$ cat config.mk
export PLATFORM = sky130hd
export DESIGN_NAME = running_mean_stdev_welford_flat
export DESIGN_NICKNAME = d
export VERILOG_FILES = /design/src/design/rmsw_pkg.sv /design/src/design/rmsw_sample_if.sv /design/src/design/rmsw_stats_if.sv /design/src/design/running_mean_stdev_welford.sv /design/src/flat_wrapper.sv
export VERILOG_INCLUDE_DIRS = /design/src /design/src/design
export SDC_FILE = /design/constraint.sdc
export NUM_CORES = 2
export LEC_CHECK = 0
export ABC_CLOCK_PERIOD_IN_PS = 20500
export BUFFER_PORTS_ARGS = -buffer_cell sky130_fd_sc_hd__clkbuf_2
export CAP_MARGIN = 10
export CORE_ASPECT_RATIO = 0.6
export CORE_MARGIN = 3
export CORE_UTILIZATION = 55
export DETAILED_ROUTE_END_ITERATION = 16
export PLACE_DENSITY_LB_ADDON = 0.25
export SYNTH_ARGS = -nofsm -noshare
export SYNTH_HDL_FRONTEND = slang
export SYNTH_SLANG_ARGS = --single-unit
$ cat constraint.sdc
create_clock -name clk -period 20.5 [get_ports clk]
set_clock_uncertainty 0.1 [all_clocks]
set_input_delay 2.05 -clock clk [delete_from_list [all_inputs] [get_ports clk]]
set_output_delay 2.05 -clock clk [all_outputs]
set_load 0.005 [all_outputs]
$ cat src/design/running_mean_stdev_welford_macros.svh
// Assertion macros for the running mean and deviation block.
// Expects clk and rst in the scope of each use.
`ifndef RUNNING_MEAN_STDEV_WELFORD_MACROS_SVH
`define RUNNING_MEAN_STDEV_WELFORD_MACROS_SVH

// ante implies cons in the same cycle
`define RMSW_IMPLIES(label, ante, cons, msg) \
  label: assert property (@(posedge clk) disable iff (rst) (ante) |-> (cons)) \
    else $error(msg);

// ante implies cons in the following cycle
`define RMSW_NEXT(label, ante, cons, msg) \
  label: assert property (@(posedge clk) disable iff (rst) (ante) |=> (cons)) \
    else $error(msg);

`endif

$ cat src/design/rmsw_pkg.sv
// Shared widths, limits and sequencer states of the running mean and deviation block.
// No dependencies.
package rmsw_pkg;

  localparam int SAMPLE_W  = 16;
  localparam int CNT_W     = 16;
  localparam int MEAN_W    = 48;
  localparam int MEAN_FRAC = 24;
  localparam int M2_W      = 64;
  localparam int OUT_W     = 32;
  localparam int MAG_W     = 40;
  localparam int HALF_W    = MAG_W / 2;
  localparam int PROD_W    = 2 * MAG_W;
  localparam int ROOT_W    = M2_W / 2;
  localparam int REM_W     = ROOT_W + 1;
  localparam int CS_W      = REM_W + 2;
  localparam int STEP_W    = 6;
  localparam int OUT_SHIFT = MEAN_FRAC - 16;

  localparam logic [CNT_W-1:0]  MAX_SAMPLES    = 16'd65535;
  localparam logic [STEP_W-1:0] MEAN_DIV_LAST  = STEP_W'(MAG_W - 1);
  localparam logic [STEP_W-1:0] VAR_DIV_LAST   = STEP_W'(M2_W - 1);
  localparam logic [STEP_W-1:0] SQRT_LAST      = STEP_W'(ROOT_W - 1);
  localparam logic [STEP_W-1:0] MUL_LAST       = STEP_W'(4);

  typedef enum logic [3:0] {
    ST_IDLE,
    ST_LOAD,
    ST_DIVM,
    ST_UPD,
    ST_DLT2,
    ST_MUL,
    ST_ACC,
    ST_VSET,
    ST_DIVV,
    ST_SSET,
    ST_SQRT,
    ST_FIN
  } state_t;

endpackage

$ cat src/design/rmsw_sample_if.sv
// Sample request channel: valid/ready with one signed sample and a restart flag.
// Depends on rmsw_pkg.
interface rmsw_sample_if import rmsw_pkg::*;
();
  logic                       valid;
  logic                       ready;
  logic signed [SAMPLE_W-1:0] sample;
  logic                       restart;

  modport source (output valid, output sample, output restart, input ready);
  modport sink (input valid, input sample, input restart, output ready);
endinterface

$ cat src/design/rmsw_stats_if.sv
// Statistics result channel: valid/ready with count, mean, deviation and flags.
// Depends on rmsw_pkg.
interface rmsw_stats_if import rmsw_pkg::*;
();
  logic                    valid;
  logic                    ready;
  logic [CNT_W-1:0]        sample_total;
  logic signed [OUT_W-1:0] mean_out;
  logic [OUT_W-1:0]        stdev_out;
  logic                    valid_res;
  logic                    saturated;

  modport source (output valid, output sample_total, output mean_out, output stdev_out,
                  output valid_res, output saturated, input ready);
  modport sink (input valid, input sample_total, input mean_out, input stdev_out,
                input valid_res, input saturated, output ready);
endinterface

$ cat src/design/running_mean_stdev_welford.sv
// Running mean and sample standard deviation by Welford's rule, one shared
// compare-subtract unit for both divisions and the square root.
// Depends on rmsw_pkg, rmsw_sample_if, rmsw_stats_if and the macros header.
//
//   channel  | dir | payload
//   ---------+-----+----------------------------------------------------------
//   samples  | in  | sample (s16), restart (1)
//   stats    | out | sample_total (u16), mean_out (s32 Q16.16),
//            |     | stdev_out (u32 Q16.16), valid_res (1), saturated (1)
//
// An accepted sample runs the mean division, the 20x20 partial products, the
// variance division and the root; the divisions and the root all go through the
// one compare-subtract unit. A sample dropped at the count limit skips the mean
// update and runs only the variance division and root; one that leaves fewer
// than two samples skips the variance and root. Ready is high only when the
// sequencer is idle; the result register lets the next sample in while the last
// result waits, and a full result register stalls the sequencer at its final
// step. Reset is synchronous and clears the aggregate.
`include "running_mean_stdev_welford_macros.svh"

module running_mean_stdev_welford import rmsw_pkg::*;
(
  input  logic          clk,
  input  logic          rst,
  rmsw_sample_if.sink   samples,
  rmsw_stats_if.source  stats
);

  state_t state, state_next;

  logic [CNT_W-1:0]          sample_count;
  logic signed [MEAN_W-1:0]  running_mean;
  logic [M2_W-1:0]           sum_sq_dev;

  logic signed [SAMPLE_W-1:0] samp;
  logic                       drop;
  logic [MAG_W-1:0]           dmag;
  logic                       dneg;
  logic [MAG_W-1:0]           d2mag;
  logic [M2_W-1:0]            wq;
  logic [REM_W-1:0]           rem;
  logic [ROOT_W-1:0]          root;
  logic [CNT_W-1:0]           divr;
  logic [STEP_W-1:0]          step;
  logic [MAG_W-1:0]           pp;
  logic [PROD_W-1:0]          acc;

  logic                    o_valid;
  logic [CNT_W-1:0]        o_total;
  logic signed [OUT_W-1:0] o_mean;
  logic [OUT_W-1:0]        o_stdev;
  logic                    o_vres;
  logic                    o_sat;

  logic                   in_req;
  logic                   in_drop;
  logic                   out_free;
  logic                   fin_load;
  logic                   step_last;
  logic                   enough;

  logic signed [MEAN_W-1:0] target;
  logic [MEAN_W-1:0]        diff_full;
  logic [MEAN_W-1:0]        diff_abs;
  logic [MEAN_W-1:0]        quot;

  logic [CS_W-1:0] cs_a;
  logic [CS_W-1:0] cs_b;
  logic [CS_W-1:0] cs_diff;
  logic            cs_ge;

  logic [HALF_W-1:0] mul_a;
  logic [HALF_W-1:0] mul_b;
  logic [MAG_W-1:0]  mul_p;
  logic [PROD_W-1:0] pp_wide;
  logic [PROD_W-1:0] pp_shifted;

  logic [M2_W:0]        m2_sum;
  logic [MEAN_W-1:0]    mean_rnd;

  assign in_req    = samples.valid && samples.ready;
  assign in_drop   = !samples.restart && (sample_count >= MAX_SAMPLES);
  assign out_free  = !o_valid || stats.ready;
  assign step_last = (step == '0);
  assign enough    = (sample_count >= CNT_W'(2));

  assign target = {{(MEAN_W-SAMPLE_W-MEAN_FRAC){samp[SAMPLE_W-1]}}, samp, {MEAN_FRAC{1'b0}}};
  assign diff_full = target - running_mean;
  assign diff_abs  = diff_full[MEAN_W-1] ? (MEAN_W'(0) - diff_full) : diff_full;
  assign quot      = {{(MEAN_W-MAG_W){1'b0}}, wq[MAG_W-1:0]};

  // shared compare-subtract unit
  always_comb begin
    if (state == ST_SQRT) begin
      cs_a = {rem, wq[M2_W-1 -: 2]};
      cs_b = {{(CS_W-ROOT_W-2){1'b0}}, root, 2'b01};
    end else begin
      cs_a = {{(CS_W-CNT_W-1){1'b0}}, rem[CNT_W-1:0], wq[M2_W-1]};
      cs_b = {{(CS_W-CNT_W){1'b0}}, divr};
    end
  end
  assign cs_ge   = (cs_a >= cs_b);
  assign cs_diff = cs_a - cs_b;

  assign mul_a = step[0] ? dmag[MAG_W-1:HALF_W] : dmag[HALF_W-1:0];
  assign mul_b = step[1] ? d2mag[MAG_W-1:HALF_W] : d2mag[HALF_W-1:0];
  assign mul_p = {{HALF_W{1'b0}}, mul_a} * {{HALF_W{1'b0}}, mul_b};
  assign pp_wide = {{(PROD_W-MAG_W){1'b0}}, pp};

  always_comb begin
    unique case (step)
      STEP_W'(1):  pp_shifted = pp_wide;
      MUL_LAST:    pp_shifted = pp_wide << (2 * HALF_W);
      default:     pp_shifted = pp_wide << HALF_W;
    endcase
  end

  assign m2_sum   = {1'b0, sum_sq_dev} + {{(M2_W+1-(PROD_W-32)){1'b0}}, acc[PROD_W-1:32]};
  assign mean_rnd = running_mean + MEAN_W'(1 << (OUT_SHIFT - 1));

  always_comb begin
    state_next = state;
    unique case (state)
      ST_IDLE: if (samples.valid) state_next = in_drop ? ST_VSET : ST_LOAD;
      ST_LOAD: state_next = ST_DIVM;
      ST_DIVM: if (step_last) state_next = ST_UPD;
      ST_UPD:  state_next = ST_DLT2;
      ST_DLT2: state_next = ST_MUL;
      ST_MUL:  if (step == MUL_LAST) state_next = ST_ACC;
      ST_ACC:  state_next = ST_VSET;
      ST_VSET: state_next = enough ? ST_DIVV : ST_FIN;
      ST_DIVV: if (step_last) state_next = ST_SSET;
      ST_SSET: state_next = ST_SQRT;
      ST_SQRT: if (step_last) state_next = ST_FIN;
      ST_FIN:  if (out_free) state_next = ST_IDLE;
      default: state_next = ST_IDLE;
    endcase
  end

  always_comb begin
    samples.ready = (state == ST_IDLE);
    fin_load      = (state == ST_FIN) && out_free;
  end

  always_ff @(posedge clk) begin
    if (rst) begin
      state <= ST_IDLE;
    end else begin
      state <= state_next;
    end
  end

  always_ff @(posedge clk) begin
    if (rst) begin
      sample_count <= '0;
      running_mean <= '0;
      sum_sq_dev   <= '0;
    end else begin
      unique case (state)
        ST_IDLE: begin
          if (in_req) begin
            samp <= samples.sample;
            drop <= in_drop;
            if (samples.restart) begin
              sample_count <= '0;
              running_mean <= '0;
              sum_sq_dev   <= '0;
            end
          end
        end
        ST_LOAD: begin
          sample_count <= sample_count + CNT_W'(1);
          divr         <= sample_count + CNT_W'(1);
          dmag         <= diff_abs[MAG_W-1:0];
          dneg         <= diff_full[MEAN_W-1];
          wq           <= {diff_abs[MAG_W-1:0], {(M2_W-MAG_W){1'b0}}};
          rem          <= '0;
          step         <= MEAN_DIV_LAST;
        end
        ST_DIVM, ST_DIVV: begin
          wq   <= {wq[M2_W-2:0], cs_ge};
          rem  <= cs_ge ? cs_diff[REM_W-1:0] : cs_a[REM_W-1:0];
          step <= step - STEP_W'(1);
        end
        ST_UPD: begin
          running_mean <= dneg ? (running_mean - quot) : (running_mean + quot);
        end
        ST_DLT2: begin
          d2mag <= diff_abs[MAG_W-1:0];
          acc   <= '0;
          step  <= '0;
        end
        ST_MUL: begin
          if (step != MUL_LAST) pp <= mul_p;
          if (step != '0) acc <= acc + pp_shifted;
          step <= step + STEP_W'(1);
        end
        ST_ACC: begin
          sum_sq_dev <= m2_sum[M2_W] ? {M2_W{1'b1}} : m2_sum[M2_W-1:0];
        end
        ST_VSET: begin
          wq   <= sum_sq_dev;
          rem  <= '0;
          divr <= sample_count - CNT_W'(1);
          step <= VAR_DIV_LAST;
        end
        ST_SSET: begin
          wq   <= (|wq[M2_W-1:M2_W-16]) ? {M2_W{1'b1}} : {wq[M2_W-17:0], 16'b0};
          rem  <= '0;
          root <= '0;
          step <= SQRT_LAST;
        end
        ST_SQRT: begin
          wq   <= {wq[M2_W-3:0], 2'b00};
          rem  <= cs_ge ? cs_diff[REM_W-1:0] : cs_a[REM_W-1:0];
          root <= {root[ROOT_W-2:0], cs_ge};
          step <= step - STEP_W'(1);
        end
        ST_FIN: begin
        end
        default: begin
        end
      endcase
    end
  end

  // result register
  always_ff @(posedge clk) begin
    if (rst) begin
      o_valid <= 1'b0;
    end else if (fin_load) begin
      o_valid <= 1'b1;
    end else if (stats.ready) begin
      o_valid <= 1'b0;
    end
  end

  always_ff @(posedge clk) begin
    if (fin_load) begin
      o_total <= sample_count;
      o_vres  <= enough;
      o_sat   <= drop;
      o_mean  <= enough ? mean_rnd[OUT_W+OUT_SHIFT-1:OUT_SHIFT] : '0;
      o_stdev <= enough ? root : '0;
    end
  end

  assign stats.valid        = o_valid;
  assign stats.sample_total = o_total;
  assign stats.mean_out     = o_mean;
  assign stats.stdev_out    = o_stdev;
  assign stats.valid_res    = o_vres;
  assign stats.saturated    = o_sat;

  `RMSW_IMPLIES(a_short_zero, o_valid && !o_vres, o_mean == '0 && o_stdev == '0, "short aggregate with nonzero stats")
  `RMSW_IMPLIES(a_drop_full, o_valid && o_sat, o_total == MAX_SAMPLES && o_vres, "drop below count limit")
  `RMSW_NEXT(a_busy_after_req, in_req, !samples.ready, "ready right after request")
  `RMSW_IMPLIES(a_rem_bound, state == ST_DIVM || state == ST_DIVV, rem < REM_W'(divr), "remainder not below divisor")

endmodule

$ cat src/flat_wrapper.sv
// flat-port wrapper written by rule: the top's interface ports become plain ports
module running_mean_stdev_welford_flat import rmsw_pkg::*;
  (clk, rst, samples_valid, samples_sample, samples_restart, samples_ready, stats_valid, stats_sample_total, stats_mean_out, stats_stdev_out, stats_valid_res, stats_saturated, stats_ready);
  rmsw_sample_if samples_i ();
  rmsw_stats_if stats_i ();
  input  logic clk;
  input  logic rst;
  input wire logic [$bits(samples_i.valid)-1:0] samples_valid;
  input wire logic [$bits(samples_i.sample)-1:0] samples_sample;
  input wire logic [$bits(samples_i.restart)-1:0] samples_restart;
  output wire logic [$bits(samples_i.ready)-1:0] samples_ready;
  output wire logic [$bits(stats_i.valid)-1:0] stats_valid;
  output wire logic [$bits(stats_i.sample_total)-1:0] stats_sample_total;
  output wire logic [$bits(stats_i.mean_out)-1:0] stats_mean_out;
  output wire logic [$bits(stats_i.stdev_out)-1:0] stats_stdev_out;
  output wire logic [$bits(stats_i.valid_res)-1:0] stats_valid_res;
  output wire logic [$bits(stats_i.saturated)-1:0] stats_saturated;
  input wire logic [$bits(stats_i.ready)-1:0] stats_ready;
  assign samples_i.valid = samples_valid;
  assign samples_i.sample = samples_sample;
  assign samples_i.restart = samples_restart;
  assign samples_ready = samples_i.ready;
  assign stats_valid = stats_i.valid;
  assign stats_sample_total = stats_i.sample_total;
  assign stats_mean_out = stats_i.mean_out;
  assign stats_stdev_out = stats_i.stdev_out;
  assign stats_valid_res = stats_i.valid_res;
  assign stats_saturated = stats_i.saturated;
  assign stats_i.ready = stats_ready;
  running_mean_stdev_welford u_core (.clk(clk), .rst(rst), .samples(samples_i), .stats(stats_i));
endmodule
==> flow_metrics.py <==
metrics = {
    "timing": {
        "rsz0062_at_grt": "false",
        "relSlewSlack_pct": 13.0,
        "drv_slew": 0,
        "final.period_utilization_pct": 49.7,
        "worstMarginPinSlew_ns": 1.30,
        "finalSetupViolations": 0,
        "whs_ns": 0.321,
        "min_period_ns": 10.19,
        "hold_viol": 0,
        "max_freq_mhz": 98.1,
        "setup_tns_ns": 0,
    },
    "floorplan": {
        "pin_count": 105,
        "coreArea_um2": 94600,
        "initial_core_util_pct": 55.8,
        "die_height_um": 246,
        "row_count": 87,
        "die_w_um": 406,
        "die_area_um2": 99900,
    },
    "synthesis": {
        "netlist_area_um2": 52800,
        "synth_flop_cell": "edfxtp_1",
        "synthAdderAreaFrac_pct": 21.6,
        "synth_nets": 6584,
        "avgSynthCellArea_um2": 9.03,
        "synth.mux.area_fraction_pct": 1.80,
        "syn_inst": 5847,
        "synthTopCellsByArea": "edfxtp_1, fa_1, ha_1, dfxtp_1, nor2_1",
        "synth.ff_latch_count": 584,
        "ys_types": 86,
        "synthSimpleGateAreaFrac_pct": 16.7,
        "async_flop_share_pct": 0,
        "yosys.area.top_type": "edfxtp_1",
        "ys.warnings.count": 0,
        "synth_compound_area_share_pct": 17.2,
        "synth-xor-area-share_pct": 6.52,
        "synth_edf_count": 451,
        "synth-seq-area-share_pct": 30.7,
        "yosys.area.top_type_share_pct": 25.7,
        "synth_top_family_by_area": "adder cells",
    },
    "placement": {
        "hpwl_um": 132000,
        "globalplace.congestion": 1.02,
        "portBuffers": 104,
    },
    "setup_path": {
        "path_buf_inv": 5,
        "slowest_stage": "mux2i_1",
        "startpoint_type": "register",
        "arrival_ns": 10.47,
        "worstReg2RegStart": "u_core.step[0]",
        "slowest_delay_ns": 1.04,
        "rr_endpoint": "u_core.pp[38]",
        "cp-end-kind": "register",
        "crit_required_ns": 20.77,
        "cp_max_fo": 28,
        "reg2reg_slack_ns": 10.31,
        "cp_common_cell": "fa_1",
        "crit_type": "register to register",
        "r2r_cells": 25,
        "crit_family": "adder cells",
    },
    "cts": {
        "cts_tree": "yes",
        "cts-resized-gates": 0,
        "post-cts-setup-buffers": 0,
        "htreeDepth": 2,
        "clock_latency_ns": 0.68,
        "cts_buffer_depth": 3,
        "hold_buffers": 0,
        "numCtsBuffers": 59,
        "cts.sinks": 584,
        "cts_root_buffer": "clkbuf_16",
        "path_clk_slew_ns": 0.08,
    },
    "route": {
        "routedWlPerCell_um": 24.1,
        "route.detailed.drc": 0,
        "routed_via_density": 6.37,
        "wl_met2_um": 63100,
        "ant_nets": 0,
        "dr.first_iter.drc_count": 5870,
        "wl_met1_um": 78000,
        "dr_total_vias": 45126,
        "firstDrtPassIters": 8,
        "highest_layer": "met5",
        "wirelength_um": 171000,
        "met3_length_um": 26300,
    },
    "outcome": {
        "status": "finished clean",
    },
    "finish": {
        "fin_nets": 6518,
        "area_growth_pct": 7.24,
        "layout.area.seq_um2": 16200,
        "n_fill_cell": 8068,
        "multi_input_area_um2": 33900,
        "drive_above_1_share_pct": 6.64,
    },
    "min_path": {
        "holdPathStages": 0,
        "holdPathEnd": "u_core.stats.saturated",
        "hp-start": "u_core.drop",
        "hold_path.class": "register to register",
    },
    "grt": {
        "grt-ovfl-total": 0,
        "grt_util_all_layers_pct": 33.8,
        "grt_pass1_wl_um": 259000,
        "grt_pass1_vias": 41575,
        "grt_start_max_net_pins": 82,
        "grt_antenna_before_repair": 9,
    },
    "job": {
        "maxCapViolCount": 0,
    },
}
## sequential cells by signal, summed over array words and instances, names as in the netlist
signal,count
u_core.acc,80
u_core.sum_sq_dev,64
u_core.wq,64
u_core.running_mean,48
u_core.d2mag,40
u_core.dmag,40
u_core.pp,40
u_core.rem,33
u_core.root,32
u_core.stats.mean_out,32
u_core.stats.stdev_out,32
u_core.divr,16
u_core.samp,16
u_core.sample_count,16
u_core.stats.sample_total,16
u_core.step,6
u_core.state,4
u_core.dneg,1
u_core.drop,1
u_core.stats.saturated,1
u_core.stats.valid,1
u_core.stats.valid_res,1
## final cells by class
type / instances / share of cell area (%)
Multi-Input combinational cell: 4495 / 59.8
Clock buffer: 68 / 2.70
Sequential cell: 584 / 28.6
Timing Repair Buffer: 174 / 1.87
Clock inverter: 42 / 1.08
Inverter: 467 / 3.10
Antenna cell: 5 / 0.0221
Tap cell: 1246 / 2.75
## cell families after synthesis
| group | after synthesis |
|---|---|
| AO/OA/AOI/OAI | 1391 |
| XOR/XNOR | 393 |
| multiplexers | 90 |
| AND/OR/NAND/NOR | 1905 |
| adder cells (fa/ha/maj) | 716 |
| buffers and inverters | 768 |
| flip-flops | 584 |
## synth_stat cells, types with 43 or more instances
cell and count:
clkbuf_1 272, nor3_1 93, and3_1 55, o21ai_0 223
nand2_1 538, nor2b_1 74, nand3_1 145, a21oi_1 446
ha_1 392, a31oi_1 64, and2_1 117, xnor2_1 241
a211oi_1 78, nor2_1 655, a22o_1 78, a21o_1 166
nand4_1 57, xor2_1 152, mux2i_1 51, a221oi_1 43
fa_1 324, inv_1 467, nand2b_1 43, edfxtp_1 451
dfxtp_1 133
## worst register-to-register path, cell delays in order, from the launching register on
cell and delay [ns]:
edfxtp_1 0.94, buf_4 0.52, mux2i_1 1.04, nor2_1 0.18, fa_1 0.50, fa_1 0.51
inv_1 0.06, fa_1 0.53, inv_1 0.05, fa_1 0.52, fa_1 0.44, fa_1 0.55
inv_1 0.06, fa_1 0.54, inv_1 0.05, ha_1 0.37, nand3_1 0.11, or4b_2 0.70
a2111oi_0 0.84, nor2_1 0.14, o31ai_1 0.42, o41a_1 0.22, a21oi_1 0.09, o21ai_0 0.16
a21oi_1 0.11, xnor2_1 0.14
## layout by cell type (no fill, tap or decap), types with 57 or more instances in the layout
| master | Yosys | routed |
|---|---|---|
| and2_1 | 117 | 117 |
| xnor2_1 | 241 | 241 |
| nor2b_1 | 74 | 73 |
| xor2_1 | 152 | 152 |
| inv_1 | 467 | 466 |
| edfxtp_1 | 451 | 451 |
| o21ai_0 | 223 | 222 |
| a21o_1 | 166 | 166 |
| clkbuf_16 | 0 | 60 |
| nor3_1 | 93 | 89 |
| a21oi_1 | 446 | 443 |
| a31oi_1 | 64 | 64 |
| clkbuf_2 | 0 | 103 |
| nand2_1 | 538 | 537 |
| buf_4 | 0 | 69 |
| a22o_1 | 78 | 78 |
| dfxtp_1 | 133 | 133 |
| a211oi_1 | 78 | 77 |
| nor2_1 | 655 | 648 |
| ha_1 | 392 | 392 |
| fa_1 | 324 | 324 |
| nand3_1 | 145 | 144 |
| nand4_1 | 57 | 57 |
## metal layers
| layer | vias to the layer above | GRT usage (%) |
|---|---|---|
| met5 | - | 0 |
| met4 | 6 | 7.08 |
| met3 | 259 | 11.8 |
| met2 | 2666 | 42.4 |
| met1 | 21733 | 54.3 |
| li1 | 20462 | - |
## worst max-delay path by stage
| stage | start | endpoint | slack [ns] | cells after the start |
|---|---|---|---|---|
| after floorplan | rst | u_core.acc[0] | 4.58 | 3 |
| after global placement | u_core.step[0] | u_core.pp[38] | 10.47 | 25 |
| after detailed placement | u_core.step[0] | u_core.pp[38] | 10.38 | 25 |
| after CTS | u_core.step[0] | u_core.pp[38] | 10.28 | 25 |
| after global routing | u_core.step[0] | u_core.pp[38] | 9.80 | 25 |
| final | u_core.step[0] | u_core.pp[38] | 10.31 | 25 |
## stage by stage
| stage | utilization, % | instances | setup slack [ns] | area, µm² |
|---|---|---|---|---|
| floorplan | - | 5847 | 4.58 | 52800 |
| global placement | 57.5 | 6958 | 10.47 | 54400 |
| detailed placement | 57.5 | 6960 | 10.38 | 54400 |
| CTS | 59.8 | 7070 | 10.28 | 56600 |
| global route | 59.8 | 7077 | 9.80 | 56600 |
| finish | 59.9 | 7081 | 10.31 | 56600 |
Power is not shown: default switching activity piles up to over one toggle a cycle in this logic, so the estimate is an artifact.
